<file path="config.mk">
export PLATFORM = sky130hd
export DESIGN_NAME = vibration_rms_peak_window_flat
export DESIGN_NICKNAME = d
export VERILOG_FILES = /design/src/vrpw_pkg.sv /design/src/vrpw_in_if.sv /design/src/vrpw_out_if.sv /design/src/vrpw_square.sv /design/src/vrpw_sqrt.sv /design/src/vrpw_div.sv /design/src/vibration_rms_peak_window.sv /design/src/flat_wrapper.sv
export SDC_FILE = /design/constraint.sdc
export NUM_CORES = 1
export LEC_CHECK = 0
export BUFFER_PORTS_ARGS = -buffer_cell sky130_fd_sc_hd__buf_2
export CAP_MARGIN = 5
export CORE_MARGIN = 10
export CORE_UTILIZATION = 35
export DETAILED_ROUTE_END_ITERATION = 10
export SYNTH_ARGS = -nofsm -noshare
export SYNTH_HDL_FRONTEND = slang
export SYNTH_SLANG_ARGS = --single-unit
</file>
<file path="constraint.sdc">
create_clock -name clk -period 3.6 [get_ports clk]
set_input_delay 0.36 -clock clk [delete_from_list [all_inputs] [get_ports clk]]
set_output_delay 0.36 -clock clk [all_outputs]
set_load 0.05 [all_outputs]
</file>
<file path="src/vrpw_pkg.sv">
// Shared widths and types for the windowed RMS and peak vibration detector.
// No dependencies; every other file of the block imports this package.
`default_nettype none

package vrpw_pkg;

    // Field widths
    localparam int SAMPLE_W = 16;               // accelerometer axis and level width
    localparam int ENERGY_W = 2 * SAMPLE_W;     // sum of three squares fits 32 bits
    localparam int SUM_W    = 48;               // window accumulator
    localparam int ROOT_W   = SUM_W / 2;        // square root of the widest radicand
    localparam int REM_W    = ROOT_W + 3;       // partial remainder of the root unit

    typedef logic signed [SAMPLE_W-1:0] sample_t;
    typedef logic        [SAMPLE_W-1:0] level_t;
    typedef logic        [ENERGY_W-1:0] energy_t;
    typedef logic        [SUM_W-1:0]    sum_t;
    typedef logic        [ROOT_W-1:0]   root_t;

endpackage

`default_nettype wire

</file>
<file path="src/vrpw_in_if.sv">
// Sample channel: one three-axis accelerometer sample per beat.
// Depends on vrpw_pkg for the field types.
`default_nettype none

interface vrpw_in_if;
    import vrpw_pkg::*;

    logic    valid;
    logic    ready;
    sample_t accel_x;
    sample_t accel_y;
    sample_t accel_z;

    modport source (output valid, output accel_x, output accel_y, output accel_z,
                    input ready);
    modport sink   (input valid, input accel_x, input accel_y, input accel_z,
                    output ready);
endinterface

`default_nettype wire

</file>
<file path="src/vrpw_out_if.sv">
// Result channel: RMS and peak vibration of one closed window per beat.
// Depends on vrpw_pkg for the field types.
`default_nettype none

interface vrpw_out_if;
    import vrpw_pkg::*;

    logic   valid;
    logic   ready;
    level_t rms_level;
    level_t peak_level;

    modport source (output valid, output rms_level, output peak_level, input ready);
    modport sink   (input valid, input rms_level, input peak_level, output ready);
endinterface

`default_nettype wire

</file>
<file path="src/vrpw_square.sv">
// Bit-serial squarer: shift-and-add, one multiplier bit per cycle.
// Depends on vrpw_pkg for widths.
`default_nettype none

module vrpw_square (
    input  wire                       clk,
    input  wire                       rst_n,
    input  wire                       start,
    input  wire [vrpw_pkg::SAMPLE_W-1:0] opnd,
    output logic                      done,
    output logic [vrpw_pkg::ENERGY_W-1:0] product
);
    import vrpw_pkg::*;

    localparam int STEP_W = $clog2(SAMPLE_W);
    localparam logic [STEP_W-1:0] STEP_LAST = STEP_W'(SAMPLE_W - 1);

    energy_t           mcand_reg;
    level_t            mplier_reg;
    energy_t           prod_reg;
    logic [STEP_W-1:0] step_reg;
    logic              busy_reg;
    logic              done_reg;

    // One partial product per cycle, lowest multiplier bit first
    always_ff @(posedge clk or negedge rst_n)
    begin
        if (!rst_n)
        begin
            mcand_reg  <= '0;
            mplier_reg <= '0;
            prod_reg   <= '0;
            step_reg   <= '0;
            busy_reg   <= 1'b0;
            done_reg   <= 1'b0;
        end
        else
        begin
            done_reg <= 1'b0;
            if (start)
            begin
                mcand_reg  <= {{(ENERGY_W-SAMPLE_W){1'b0}}, opnd};
                mplier_reg <= opnd;
                prod_reg   <= '0;
                step_reg   <= '0;
                busy_reg   <= 1'b1;
            end
            else if (busy_reg)
            begin
                if (mplier_reg[0])
                begin
                    prod_reg <= prod_reg + mcand_reg;
                end
                mcand_reg  <= {mcand_reg[ENERGY_W-2:0], 1'b0};
                mplier_reg <= {1'b0, mplier_reg[SAMPLE_W-1:1]};
                step_reg   <= step_reg + 1'b1;
                if (step_reg == STEP_LAST)
                begin
                    busy_reg <= 1'b0;
                    done_reg <= 1'b1;
                end
            end
        end
    end

    assign done    = done_reg;
    assign product = prod_reg;

endmodule

`default_nettype wire

</file>
<file path="src/vrpw_sqrt.sv">
// Digit-serial integer square root: two radicand bits in, one root bit out per cycle.
// Depends on vrpw_pkg for widths.
`default_nettype none

module vrpw_sqrt (
    input  wire                     clk,
    input  wire                     rst_n,
    input  wire                     start,
    input  wire [vrpw_pkg::SUM_W-1:0] radicand,
    output logic                    done,
    output logic [vrpw_pkg::ROOT_W-1:0] root
);
    import vrpw_pkg::*;

    localparam int STEP_W = $clog2(ROOT_W);
    localparam logic [STEP_W-1:0] STEP_LAST = STEP_W'(ROOT_W - 1);

    sum_t              rad_reg;
    logic [REM_W-1:0]  rem_reg;
    root_t             root_reg;
    logic [STEP_W-1:0] step_reg;
    logic              busy_reg;
    logic              done_reg;

    logic [REM_W-1:0]  rem_shift;
    logic [REM_W-1:0]  trial;
    logic              fits;

    // Bring down the next radicand digit and try the next root bit
    always_comb
    begin
        rem_shift = {rem_reg[REM_W-3:0], rad_reg[SUM_W-1:SUM_W-2]};
        trial     = {1'b0, root_reg, 2'b01};
        fits      = (rem_shift >= trial);
    end

    always_ff @(posedge clk or negedge rst_n)
    begin
        if (!rst_n)
        begin
            rad_reg  <= '0;
            rem_reg  <= '0;
            root_reg <= '0;
            step_reg <= '0;
            busy_reg <= 1'b0;
            done_reg <= 1'b0;
        end
        else
        begin
            done_reg <= 1'b0;
            if (start)
            begin
                rad_reg  <= radicand;
                rem_reg  <= '0;
                root_reg <= '0;
                step_reg <= '0;
                busy_reg <= 1'b1;
            end
            else if (busy_reg)
            begin
                rad_reg  <= {rad_reg[SUM_W-3:0], 2'b00};
                rem_reg  <= fits ? (rem_shift - trial) : rem_shift;
                root_reg <= {root_reg[ROOT_W-2:0], fits};
                step_reg <= step_reg + 1'b1;
                if (step_reg == STEP_LAST)
                begin
                    busy_reg <= 1'b0;
                    done_reg <= 1'b1;
                end
            end
        end
    end

    assign done = done_reg;
    assign root = root_reg;

endmodule

`default_nettype wire

</file>
<file path="src/vrpw_div.sv">
// Bit-serial restoring divider: window sum over sample count, one quotient bit per cycle.
// Depends on vrpw_pkg for widths.
`default_nettype none

module vrpw_div #(
    parameter int DIV_W = 16
) (
    input  wire                     clk,
    input  wire                     rst_n,
    input  wire                     start,
    input  wire [vrpw_pkg::SUM_W-1:0] dividend,
    input  wire [DIV_W-1:0]         divisor,
    output logic                    done,
    output logic [vrpw_pkg::SUM_W-1:0] quotient
);
    import vrpw_pkg::*;

    localparam int STEP_W = $clog2(SUM_W);
    localparam logic [STEP_W-1:0] STEP_LAST = STEP_W'(SUM_W - 1);

    sum_t              quo_reg;
    logic [DIV_W-1:0]  rem_reg;
    logic [DIV_W-1:0]  dsr_reg;
    logic [STEP_W-1:0] step_reg;
    logic              busy_reg;
    logic              done_reg;

    logic [DIV_W:0]    rem_shift;
    logic [DIV_W:0]    diff;
    logic              fits;

    // Shift in the next dividend bit and subtract where the divisor fits
    always_comb
    begin
        rem_shift = {rem_reg, quo_reg[SUM_W-1]};
        diff      = rem_shift - {1'b0, dsr_reg};
        fits      = (rem_shift >= {1'b0, dsr_reg});
    end

    always_ff @(posedge clk or negedge rst_n)
    begin
        if (!rst_n)
        begin
            quo_reg  <= '0;
            rem_reg  <= '0;
            dsr_reg  <= '0;
            step_reg <= '0;
            busy_reg <= 1'b0;
            done_reg <= 1'b0;
        end
        else
        begin
            done_reg <= 1'b0;
            if (start)
            begin
                quo_reg  <= dividend;
                rem_reg  <= '0;
                dsr_reg  <= divisor;
                step_reg <= '0;
                busy_reg <= 1'b1;
            end
            else if (busy_reg)
            begin
                rem_reg  <= fits ? diff[DIV_W-1:0] : rem_shift[DIV_W-1:0];
                quo_reg  <= {quo_reg[SUM_W-2:0], fits};
                step_reg <= step_reg + 1'b1;
                if (step_reg == STEP_LAST)
                begin
                    busy_reg <= 1'b0;
                    done_reg <= 1'b1;
                end
            end
        end
    end

    assign done     = done_reg;
    assign quotient = quo_reg;

endmodule

`default_nettype wire

</file>
<file path="src/vibration_rms_peak_window.sv">
// Windowed RMS and peak vibration detector, top level.
// Depends on vrpw_pkg, vrpw_in_if, vrpw_out_if, vrpw_square, vrpw_sqrt and vrpw_div.
//
// Usage:
//   sample_in carries one accelerometer sample (accel_x/y/z, signed) per beat.
//   result_out carries rms_level and peak_level once per closed window.
//   cfg_wr_en/cfg_wr_data write window_samples (zero closes after every sample).
// Sequencing:
//   One sample is worked at a time. The shared bit-serial squarer (16 steps
//   per square, three axis squares plus the vibration square) and the
//   2-bit-per-cycle root unit (24 steps) work it in turn; ready stays low
//   until that sample is through. A closing sample adds the 48-step serial
//   divider and a second root pass; its result beat goes valid, and ready
//   comes back, in the same cycle.
// Reset: count, sum, peak and window_samples clear to zero; no beat is pending.
// Stall: the result sits in an output register. While it waits, the next
//   samples are still accepted and worked; only a second closing window waits
//   for the register to drain before the block takes another sample.
`default_nettype none

module vibration_rms_peak_window #(
    parameter int COUNT_BITS   = 16,
    parameter int ONE_G_COUNTS = 16384
) (
    input  wire                          clk,
    input  wire                          rst_n,
    input  wire                          cfg_wr_en,
    input  wire [vrpw_pkg::SAMPLE_W-1:0] cfg_wr_data,
    vrpw_in_if.sink                      sample_in,
    vrpw_out_if.source                   result_out
);
    import vrpw_pkg::*;

    localparam int CMP_W = (COUNT_BITS > SAMPLE_W) ? COUNT_BITS : SAMPLE_W;
    localparam level_t ONE_G = SAMPLE_W'(ONE_G_COUNTS);
    localparam logic [1:0] AXIS_LAST = 2'd2;

    typedef enum logic [6:0] {
        S_IDLE = 7'b0000001,
        S_SQ   = 7'b0000010,
        S_ROOT = 7'b0000100,
        S_VSQ  = 7'b0001000,
        S_DIV  = 7'b0010000,
        S_RMS  = 7'b0100000,
        S_OUT  = 7'b1000000
    } state_t;

    function automatic level_t abs16(input sample_t v);
        abs16 = v[SAMPLE_W-1] ? level_t'(~v + 1'b1) : level_t'(v);
    endfunction

    state_t                state_reg;
    logic [1:0]            axis_reg;
    logic [3*SAMPLE_W-1:0] abs_shift_reg;
    energy_t               energy_reg;
    sum_t                  sqrt_opnd_reg;
    logic                  mul_start_reg;
    logic                  sqrt_start_reg;
    logic                  div_start_reg;
    level_t                window_samples_reg;
    logic [COUNT_BITS-1:0] count_reg;
    sum_t                  sum_reg;
    level_t                peak_reg;
    level_t                vib_reg;
    level_t                rms_hold_reg;
    level_t                rms_out_reg;
    level_t                peak_out_reg;
    logic                  out_valid_reg;

    logic                  mul_done;
    energy_t               mul_product;
    logic                  sqrt_done;
    root_t                 sqrt_root;
    logic                  div_done;
    sum_t                  div_quotient;

    energy_t               energy_next;
    level_t                mag;
    level_t                vib_next;
    logic [SUM_W:0]        sum_add;
    sum_t                  sum_next;
    logic [COUNT_BITS-1:0] count_next;
    level_t                peak_next;
    logic                  window_close;
    logic                  out_free;

    // Serial arithmetic units
    vrpw_square u_square (
        .clk     (clk),
        .rst_n   (rst_n),
        .start   (mul_start_reg),
        .opnd    (abs_shift_reg[SAMPLE_W-1:0]),
        .done    (mul_done),
        .product (mul_product)
    );

    vrpw_sqrt u_sqrt (
        .clk      (clk),
        .rst_n    (rst_n),
        .start    (sqrt_start_reg),
        .radicand (sqrt_opnd_reg),
        .done     (sqrt_done),
        .root     (sqrt_root)
    );

    vrpw_div #(
        .DIV_W (COUNT_BITS)
    ) u_div (
        .clk      (clk),
        .rst_n    (rst_n),
        .start    (div_start_reg),
        .dividend (sum_reg),
        .divisor  (count_reg),
        .done     (div_done),
        .quotient (div_quotient)
    );

    // Per-sample arithmetic and window bookkeeping
    always_comb
    begin
        energy_next  = energy_reg + mul_product;
        mag          = sqrt_root[SAMPLE_W-1:0];
        vib_next     = (mag >= ONE_G) ? (mag - ONE_G) : (ONE_G - mag);
        sum_add      = {1'b0, sum_reg} + {{(SUM_W+1-ENERGY_W){1'b0}}, mul_product};
        sum_next     = sum_add[SUM_W] ? '1 : sum_add[SUM_W-1:0];
        count_next   = (count_reg == '1) ? count_reg : (count_reg + 1'b1);
        peak_next    = (vib_reg > peak_reg) ? vib_reg : peak_reg;
        window_close = (CMP_W'(count_next) >= CMP_W'(window_samples_reg))
                       || (count_next == '1);
        out_free     = !out_valid_reg || result_out.ready;
    end

    // Sequencer
    always_ff @(posedge clk or negedge rst_n)
    begin
        if (!rst_n)
        begin
            state_reg          <= S_IDLE;
            axis_reg           <= '0;
            abs_shift_reg      <= '0;
            energy_reg         <= '0;
            sqrt_opnd_reg      <= '0;
            mul_start_reg      <= 1'b0;
            sqrt_start_reg     <= 1'b0;
            div_start_reg      <= 1'b0;
            window_samples_reg <= '0;
            count_reg          <= '0;
            sum_reg            <= '0;
            peak_reg           <= '0;
            vib_reg            <= '0;
            rms_hold_reg       <= '0;
            rms_out_reg        <= '0;
            peak_out_reg       <= '0;
            out_valid_reg      <= 1'b0;
        end
        else
        begin
            mul_start_reg  <= 1'b0;
            sqrt_start_reg <= 1'b0;
            div_start_reg  <= 1'b0;

            if (cfg_wr_en)
            begin
                window_samples_reg <= cfg_wr_data;
            end

            // drained beat; a load in S_OUT takes precedence below
            if (out_valid_reg && result_out.ready && (state_reg != S_OUT))
            begin
                out_valid_reg <= 1'b0;
            end

            case (state_reg)
                S_IDLE:
                begin
                    if (sample_in.valid)
                    begin
                        abs_shift_reg <= {abs16(sample_in.accel_z), abs16(sample_in.accel_y),
                                          abs16(sample_in.accel_x)};
                        energy_reg    <= '0;
                        axis_reg      <= '0;
                        mul_start_reg <= 1'b1;
                        state_reg     <= S_SQ;
                    end
                end

                // Square and sum the three axes, one after the other
                S_SQ:
                begin
                    if (mul_done)
                    begin
                        energy_reg <= energy_next;
                        if (axis_reg == AXIS_LAST)
                        begin
                            sqrt_opnd_reg  <= {{(SUM_W-ENERGY_W){1'b0}}, energy_next};
                            sqrt_start_reg <= 1'b1;
                            state_reg      <= S_ROOT;
                        end
                        else
                        begin
                            axis_reg      <= axis_reg + 1'b1;
                            abs_shift_reg <= {{SAMPLE_W{1'b0}},
                                              abs_shift_reg[3*SAMPLE_W-1:SAMPLE_W]};
                            mul_start_reg <= 1'b1;
                        end
                    end
                end

                // Magnitude ready: take vibration and square it
                S_ROOT:
                begin
                    if (sqrt_done)
                    begin
                        vib_reg       <= vib_next;
                        abs_shift_reg <= {{(2*SAMPLE_W){1'b0}}, vib_next};
                        mul_start_reg <= 1'b1;
                        state_reg     <= S_VSQ;
                    end
                end

                // Accumulate and decide whether the window closes
                S_VSQ:
                begin
                    if (mul_done)
                    begin
                        sum_reg   <= sum_next;
                        count_reg <= count_next;
                        peak_reg  <= peak_next;
                        if (window_close)
                        begin
                            div_start_reg <= 1'b1;
                            state_reg     <= S_DIV;
                        end
                        else
                        begin
                            state_reg <= S_IDLE;
                        end
                    end
                end

                S_DIV:
                begin
                    if (div_done)
                    begin
                        sqrt_opnd_reg  <= div_quotient;
                        sqrt_start_reg <= 1'b1;
                        state_reg      <= S_RMS;
                    end
                end

                S_RMS:
                begin
                    if (sqrt_done)
                    begin
                        rms_hold_reg <= sqrt_root[SAMPLE_W-1:0];
                        state_reg    <= S_OUT;
                    end
                end

                // Hand the result to the output register, then start a new window
                S_OUT:
                begin
                    if (out_free)
                    begin
                        rms_out_reg   <= rms_hold_reg;
                        peak_out_reg  <= peak_reg;
                        out_valid_reg <= 1'b1;
                        count_reg     <= '0;
                        sum_reg       <= '0;
                        peak_reg      <= '0;
                        state_reg     <= S_IDLE;
                    end
                end

                default:
                begin
                    state_reg <= S_IDLE;
                end
            endcase
        end
    end

    assign sample_in.ready       = (state_reg == S_IDLE);
    assign result_out.valid      = out_valid_reg;
    assign result_out.rms_level  = rms_out_reg;
    assign result_out.peak_level = peak_out_reg;

endmodule

`default_nettype wire

</file>
<file path="src/flat_wrapper.sv">
// flat-port wrapper written by rule: the top's interface ports become plain ports
module vibration_rms_peak_window_flat import vrpw_pkg::*;
#(
    parameter int COUNT_BITS   = 16,
    parameter int ONE_G_COUNTS = 16384
)
  (clk, rst_n, cfg_wr_en, cfg_wr_data, sample_in_valid, sample_in_accel_x, sample_in_accel_y, sample_in_accel_z, sample_in_ready, result_out_valid, result_out_rms_level, result_out_peak_level, result_out_ready);
  vrpw_in_if sample_in_i ();
  vrpw_out_if result_out_i ();
  input  wire clk;
  input  wire rst_n;
  input  wire cfg_wr_en;
  input  wire [vrpw_pkg::SAMPLE_W-1:0] cfg_wr_data;
  input wire logic [$bits(sample_in_i.valid)-1:0] sample_in_valid;
  input wire logic [$bits(sample_in_i.accel_x)-1:0] sample_in_accel_x;
  input wire logic [$bits(sample_in_i.accel_y)-1:0] sample_in_accel_y;
  input wire logic [$bits(sample_in_i.accel_z)-1:0] sample_in_accel_z;
  output wire logic [$bits(sample_in_i.ready)-1:0] sample_in_ready;
  output wire logic [$bits(result_out_i.valid)-1:0] result_out_valid;
  output wire logic [$bits(result_out_i.rms_level)-1:0] result_out_rms_level;
  output wire logic [$bits(result_out_i.peak_level)-1:0] result_out_peak_level;
  input wire logic [$bits(result_out_i.ready)-1:0] result_out_ready;
  assign sample_in_i.valid = sample_in_valid;
  assign sample_in_i.accel_x = sample_in_accel_x;
  assign sample_in_i.accel_y = sample_in_accel_y;
  assign sample_in_i.accel_z = sample_in_accel_z;
  assign sample_in_ready = sample_in_i.ready;
  assign result_out_valid = result_out_i.valid;
  assign result_out_rms_level = result_out_i.rms_level;
  assign result_out_peak_level = result_out_i.peak_level;
  assign result_out_i.ready = result_out_ready;
  vibration_rms_peak_window #(.COUNT_BITS(COUNT_BITS), .ONE_G_COUNTS(ONE_G_COUNTS)) u_core (.clk(clk), .rst_n(rst_n), .cfg_wr_en(cfg_wr_en), .cfg_wr_data(cfg_wr_data), .sample_in(sample_in_i), .result_out(result_out_i));
endmodule
</file>
==> impl_metrics.env, run 1 <==
export IMPL_grt_use_total_pct=15.88
export IMPL_grt_pass1_wl_um=141200
export IMPL_first_pass_iters=5
export IMPL_routed_wl_um=86470
export IMPL_synth_area_um2=33140
export IMPL_die_y_um=327.7
export IMPL_drt_initial_drc_count=1819
export IMPL_power_mw=24.21
export IMPL_multi_input_area_um2=17570
export IMPL_synth_seq_area_share_pct=43.72
export IMPL_die_w_um=327.7
export IMPL_async_flop_share_pct=100.0
export IMPL_cp_start_kind="flop"
export IMPL_synthDistinctLibCells=87
export IMPL_ys_warn_count=0
export IMPL_swShare_pct=35.38
export IMPL_synth_top_family_by_area="compound AO/OA/AOI/OAI gates"
export IMPL_fmax_ghz=0.2842
export IMPL_yosys_top_cells_area="dfrtp_1, ha_1, nand2_1, mux2i_1, o21ai_0"
export IMPL_status="finished clean"
export IMPL_gp_congestion=0.8566
export IMPL_reg2reg_slack_ps=80
export IMPL_post_route_period_util_pct=97.73
export IMPL_max_stage_delay_ps=510
export IMPL_yosys_area_share_simple_pct=15.90
export IMPL_power_density_nw_per_um2=632.3
export IMPL_final_min_clock_period_ps=3518
export IMPL_p_sw_mw=8.565
export IMPL_design_area_um2=38290
export IMPL_power_internal_mw=15.65
export IMPL_synth_net_count=3836
export IMPL_htree_levels=3
export IMPL_synth_area_per_cell_um2=9.245
export IMPL_layoutNonFillerInstCount=5017
export IMPL_dp_hpwl_um=61870
export IMPL_ir_worst_vdd_mv=0.7735
export IMPL_pwr_share_seq_pct=33.8
export IMPL_final_common_cell="dfrtp_1"
export IMPL_ys_ff_latch=579
export IMPL_most_common_layout_cells="dfrtp_1, nand2_1, o21ai_0, nor2_1"
export IMPL_io_buffers=102
export IMPL_crit_arrival_ps=4030
export IMPL_ys_flop_type="dfrtp_1"
export IMPL_boundaryPins=103
export IMPL_grt_overflow_total=0
export IMPL_leakage_nw=17.88
export IMPL_start_util_pct=35.40
export IMPL_areaGrowthSynthToFinish_pct=15.54
export IMPL_slew_violations=0
export IMPL_drive_gt1_share_pct=11.54
export IMPL_fin_nets=3962
export IMPL_crit_path_frequent_cell="a21o_1"
export IMPL_synth_compound_area_share_pct=18.43
export IMPL_grt_antenna_before_repair=1
export IMPL_slowest_stage="or4_4"
export IMPL_synth_mux_area_share_pct=6.437
export IMPL_drtAntennaViolNets=0
export IMPL_cp_required_ps=4110
export IMPL_setup_violations=0
export IMPL_yosys_area_top_type="dfrtp_1"
export IMPL_setup_tns_ps=0
export IMPL_die_area_um2=107400
export IMPL_insertion_delay_ps=630
export IMPL_cts_tree="built"
export IMPL_rsz0062_at_grt="true"
export IMPL_clkTransAtPathRegs_ps=60
export IMPL_vias=26230
export IMPL_hold_class="primary input to flop"
export IMPL_critPathKind="flop to flop"
export IMPL_slew_limit_headroom_pct=31.81
export IMPL_worstMarginPinSlew_ps=1020
export IMPL_first_global_vias=25750
export IMPL_synth_top_area_share_pct=43.64
export IMPL_hold_violations=0
export IMPL_pwr_share_clk_pct=30.3
export IMPL_fp_coreArea_um2=93610
export IMPL_clock_skew_ps=35.36
export IMPL_clk_path_buf_depth=3
export IMPL_placed_cell_area_um2=35590
export IMPL_drc=0
export IMPL_cts_root_buffer="clkbuf_16"
export IMPL_syn_instance_count=3585
export IMPL_n_fill_cell=9295
export IMPL_dp_cells=4869
export IMPL_synth_xor_area_share_pct=4.968
export IMPL_drv_cap=0
export IMPL_cts_sinks=579
export IMPL_regArea_um2=14510
export IMPL_synth_edf_count=0
export IMPL_cp_max_fo=4
export IMPL_final_util_pct=40.91
export IMPL_p_comb_share_pct=35.9
export IMPL_synthAdderAreaFrac_pct=6.962
export IMPL_num_rows=112
export IMPL_endpoint_kind="flop"
export IMPL_vias_per_cell=5.228
export IMPL_wl_per_cell_um=17.23
export IMPL_numCtsBuffers=67
export IMPL_grt_max_degree=107
export IMPL_crit_path_cell_trace="ha_2 -> nand4_1 -> or4_4 -> xnor2_2 -> ha_1 -> nand2b_4 -> a21o_1 -> a21o_1 -> a21o_1 -> a211oi_2 -> o21ai_2 -> a211oi_2 -> o22ai_1 -> buf_4 -> and2_4 -> o21bai_1"
[cell usage after synthesis (22+ instances only)]
library cell	count
nand4_1	43
o31ai_1	24
a21o_1	81
a22o_1	54
nor2b_1	67
a31oi_1	46
nand2_1	485
clkbuf_1	165
nand2b_1	33
xor2_1	65
o21ai_0	345
mux2_2	33
dfrtp_1	578
ha_1	178
nor2_1	299
nor3_1	44
nand3_1	68
xnor2_1	123
mux2i_1	176
a21oi_1	157
or3_1	22
and3_1	25
inv_1	109
a211oi_1	78
[per-stage QoR]
| step | worst slack [ps] | hold slack [ps] |
|---|---|---|
| 2_1_floorplan | 23.29 | 64.41 |
| 3_3_place_gp | -207.6 | 421.3 |
| 3_5_place_dp | -214.0 | 430.5 |
| 4_1_cts | -2.220 | 18.20 |
| 5_1_grt | -79.70 | 73.68 |
| 6_report | 81.78 | 57.87 |
[worst paths after layout]
kind,depth (start not counted),start,to
hold reg to reg,2,u_core.sqrt_opnd_reg[16],u_core.u_sqrt.rad_reg[16]
max in group asynchronous,3,rst_n,u_core.div_start_reg
setup / recovery,16,u_core.count_reg[0],u_core.state_reg[4]
hold / removal,3,sample_in_accel_z[14],u_core.abs_shift_reg[47]
min in group asynchronous,2,rst_n,u_core.sqrt_opnd_reg[33]
setup reg to reg,16,u_core.count_reg[0],u_core.state_reg[4]
[per-layer routing]
metal	track usage [%]	up-vias	routed length, um
li1	-	13000	-
met1	22.43	12670	41850
met2	25.22	440	39160
met3	1.893	120	3435
met4	4.755	0	2018
met5	0	-	0
[cells by family after synthesis]
kind of cell / count (synthesis)
buf+inv: 307
mux: 209
compound gates: 955
fa+ha+maj: 182
flops: 579
simple gates: 1165
xor+xnor: 188
[power by group through the flow]
stage	combinational (mW)	clock, mW	sequential (mW)
after floorplan	6.74	0	7.89
after global placement	8.55	0	8.26
after detailed placement	8.64	0	8.27
after CTS	8.71	7.52	8.17
after global routing	9.72	7.76	8.29
final	8.69	7.33	8.19
[repair_timing]
item,CTS,global route
buffers inserted,6,3
setup endpoints to repair,3,17
pin swaps,16,13
hold buffers,18,0
hold endpoints to repair,82,0
resized for setup,15,6
[cell type report]
type | instances | area share [%]
clock inverter | 28 | 1.134
clock buffer | 92 | 5.019
multi-input combinational | 2699 | 45.89
sequential | 579 | 37.89
timing repair buffer | 253 | 4.882
antenna | 1 | 0.006535
tap | 1254 | 4.097
inverter | 111 | 1.088
[worst max-delay path, delay by kind of cell, from the launching register on]
kind	cells	cell delay (ps)
compound gates	8	1310
simple gates	4	920
fa+ha+maj	2	470
flops	1	350
xor+xnor	1	170
buf+inv	1	170
Power figures use the tool's default switching activity.
==> run 2, diff against run 1 <==
--- a/config.mk
+++ b/config.mk
@@ -10,6 +10,8 @@
 export CORE_MARGIN = 10
 export CORE_UTILIZATION = 35
 export DETAILED_ROUTE_END_ITERATION = 10
+export RECOVER_POWER = 25
+export SLEW_MARGIN = 20
 export SYNTH_ARGS = -nofsm -noshare
 export SYNTH_HDL_FRONTEND = slang
 export SYNTH_SLANG_ARGS = --single-unit
==> run 2 against run 1 <==
The run now ends with capacitance limit, slew limit left. Sequential cell count unchanged. Clock power about the same. Core utilization decreased by 0.059 points. Wire length about the same. Sequential share of layout area increased by 0.051 points. Count of clock-buffer cells in the layout unchanged. Critical path type unchanged. Critical endpoint unchanged. Largest cell class unchanged.
==> impl_metrics.env, run 2 (synthesized netlist as in run 1, its figures left out) <==
export IMPL_status="complete, but fails checks"
export IMPL_violations="capacitance limit, slew limit"
export IMPL_drv_cap=1
export IMPL_place_ws_ps=-214.0
export IMPL_grt_antenna_before_repair=1
export IMPL_grt_max_degree=107
export IMPL_vias_per_cell=5.225
export IMPL_cts_sinks=579
export IMPL_cts_tree="built"
export IMPL_post_route_period_util_pct=97.72
export IMPL_crit_arrival_ps=4020
export IMPL_final_min_clock_period_ps=3518
export IMPL_die_w_um=327.7
export IMPL_die_area_um2=107400
export IMPL_endpoint_kind="flop"
export IMPL_clock_skew_ps=35.12
export IMPL_worst_slack_ps=82.20
export IMPL_drtAntennaViolNets=0
export IMPL_cts_root_buffer="clkbuf_16"
export IMPL_n_fill_cell=9304
export IMPL_insertion_delay_ps=630
export IMPL_leakage_nw=17.85
export IMPL_first_pass_iters=5
export IMPL_drt_initial_drc_count=1806
export IMPL_power_density_nw_per_um2=632.8
export IMPL_vias=26220
export IMPL_slew_violations=72
export IMPL_num_rows=112
export IMPL_grt_overflow_total=0
export IMPL_final_common_cell="dfrtp_1"
export IMPL_slew_limit_headroom_pct=-47.71
export IMPL_fmax_ghz=0.2843
export IMPL_areaGrowthSynthToFinish_pct=15.37
export IMPL_gp_congestion=0.8566
export IMPL_io_buffers=102
export IMPL_hold_violations=0
export IMPL_start_util_pct=35.40
export IMPL_slowest_stage="or4_4"
export IMPL_first_global_vias=25750
export IMPL_rsz0062_at_grt="true"
export IMPL_wl_per_cell_um=17.24
export IMPL_max_stage_delay_ps=510
export IMPL_routed_wl_um=86480
export IMPL_power_mw=24.20
export IMPL_htree_levels=3
export IMPL_fp_coreArea_um2=93610
export IMPL_crit_path_frequent_cell="a21o_1"
export IMPL_grt_pass1_wl_um=141200
export IMPL_setup_violations=0
export IMPL_dp_hpwl_um=61870
export IMPL_grt_use_total_pct=15.88
export IMPL_crit_path_cell_trace="ha_2 -> nand4_1 -> or4_4 -> xnor2_2 -> ha_1 -> nand2b_4 -> a21o_1 -> a21o_1 -> a21o_1 -> a211oi_2 -> o21ai_2 -> a211oi_2 -> o22ai_1 -> buf_4 -> and2_4 -> o21bai_1"
export IMPL_critPathKind="flop to flop"
export IMPL_numCtsBuffers=67
export IMPL_cp_start_kind="flop"
export IMPL_drc=0
export IMPL_drive_gt1_share_pct=11.43
export IMPL_clk_path_buf_depth=3
export IMPL_cp_max_fo=4
export IMPL_most_common_layout_cells="dfrtp_1, nand2_1, o21ai_0, nor2_1"
export IMPL_hold_ws_ps=58.70
export IMPL_cp_required_ps=4110
export IMPL_clkTransAtPathRegs_ps=60
export IMPL_worstMarginPinSlew_ps=2216
export IMPL_boundaryPins=103
export IMPL_fin_nets=3962
export IMPL_hold_class="primary input to flop"
export IMPL_ir_worst_vdd_mv=0.7681
export IMPL_die_y_um=327.7
-- run 2: cell count changes in the layout (fill, tap and decap cells not counted), sizes merged --
cell / before / now
buf: 235 / 228
clkbuf: 92 / 99
-- run 2: what timing repair did --
action,4_1_cts,5_1_grt
buffers inserted,6,3
pin swaps,16,13
hold buffers,18,0
gates resized for setup,15,6
hold endpoints to repair,82,0
setup endpoints to repair,3,17
-- run 2: worst paths after layout --
path | start | end | slack, ps | cells after the start
max | u_core.count_reg[0] | u_core.state_reg[4] | 80 | 16
min | sample_in_accel_z[14] | u_core.abs_shift_reg[47] | 60 | 3
max reg2reg | u_core.count_reg[0] | u_core.state_reg[4] | 80 | 16
min reg2reg | u_core.sqrt_opnd_reg[16] | u_core.u_sqrt.rad_reg[16] | 460 | 2
max in group asynchronous | rst_n | u_core.u_sqrt.root[7] | 620 | 3
min in group asynchronous | rst_n | u_core.sqrt_opnd_reg[33] | 960 | 2
-- run 2: final cells by class --
class / count / area (um^2) / area share (%)
Antenna cell: 1 / 2.502 / 0.006544
Clock buffer: 92 / 1922 / 5.026
Clock inverter: 28 / 434.2 / 1.135
Inverter: 111 / 416.7 / 1.090
Multi-Input combinational cell: 2699 / 17570 / 45.95
Sequential cell: 579 / 14510 / 37.94
Tap cell: 1254 / 1569 / 4.103
Timing Repair Buffer: 253 / 1815 / 4.748
-- run 2: metal layers --
metal	share of wire, %	vias up	wire length, um	global-route usage, %
li1	-	12980	-	-
met1	48	12660	41760	22.43
met2	45	447	39260	25.22
met3	4.0	122	3429	1.893
met4	2.3	0	2032	4.755
met5	0	-	0	0
-- run 2: where the power goes --
part / internal (mW) / switching [mW]
logic: 3.83 / 4.85
clock network: 4.47 / 2.85
registers: 7.34 / 0.852
total: 15.6 / 8.55
-- run 2: critical path: cells and delay by family (launching register included) --
family                   cells  cell delay, ps
AO/OA/AOI/OAI                8            1310
XOR/XNOR                     1             170
adder cells (fa/ha/maj)      2             470
buffers and inverters        1             170
flip-flops                   1             350
AND/OR/NAND/NOR              4             930
-- run 2: through the flow --
| stage | TNS, ps | utilization, % | cell area (um^2) | instances |
|---|---|---|---|---|
| final | 0 | 40.85 | 38240 | 5017 |
| after global placement | -396.2 | 38.02 | 35590 | 4869 |
| after detailed placement | -413.6 | 38.02 | 35590 | 4869 |
| after floorplan | 0 | - | 33140 | 3585 |
| after global routing | -109.8 | 40.85 | 38240 | 5017 |
| after CTS | -2.220 | 40.85 | 38240 | 5013 |
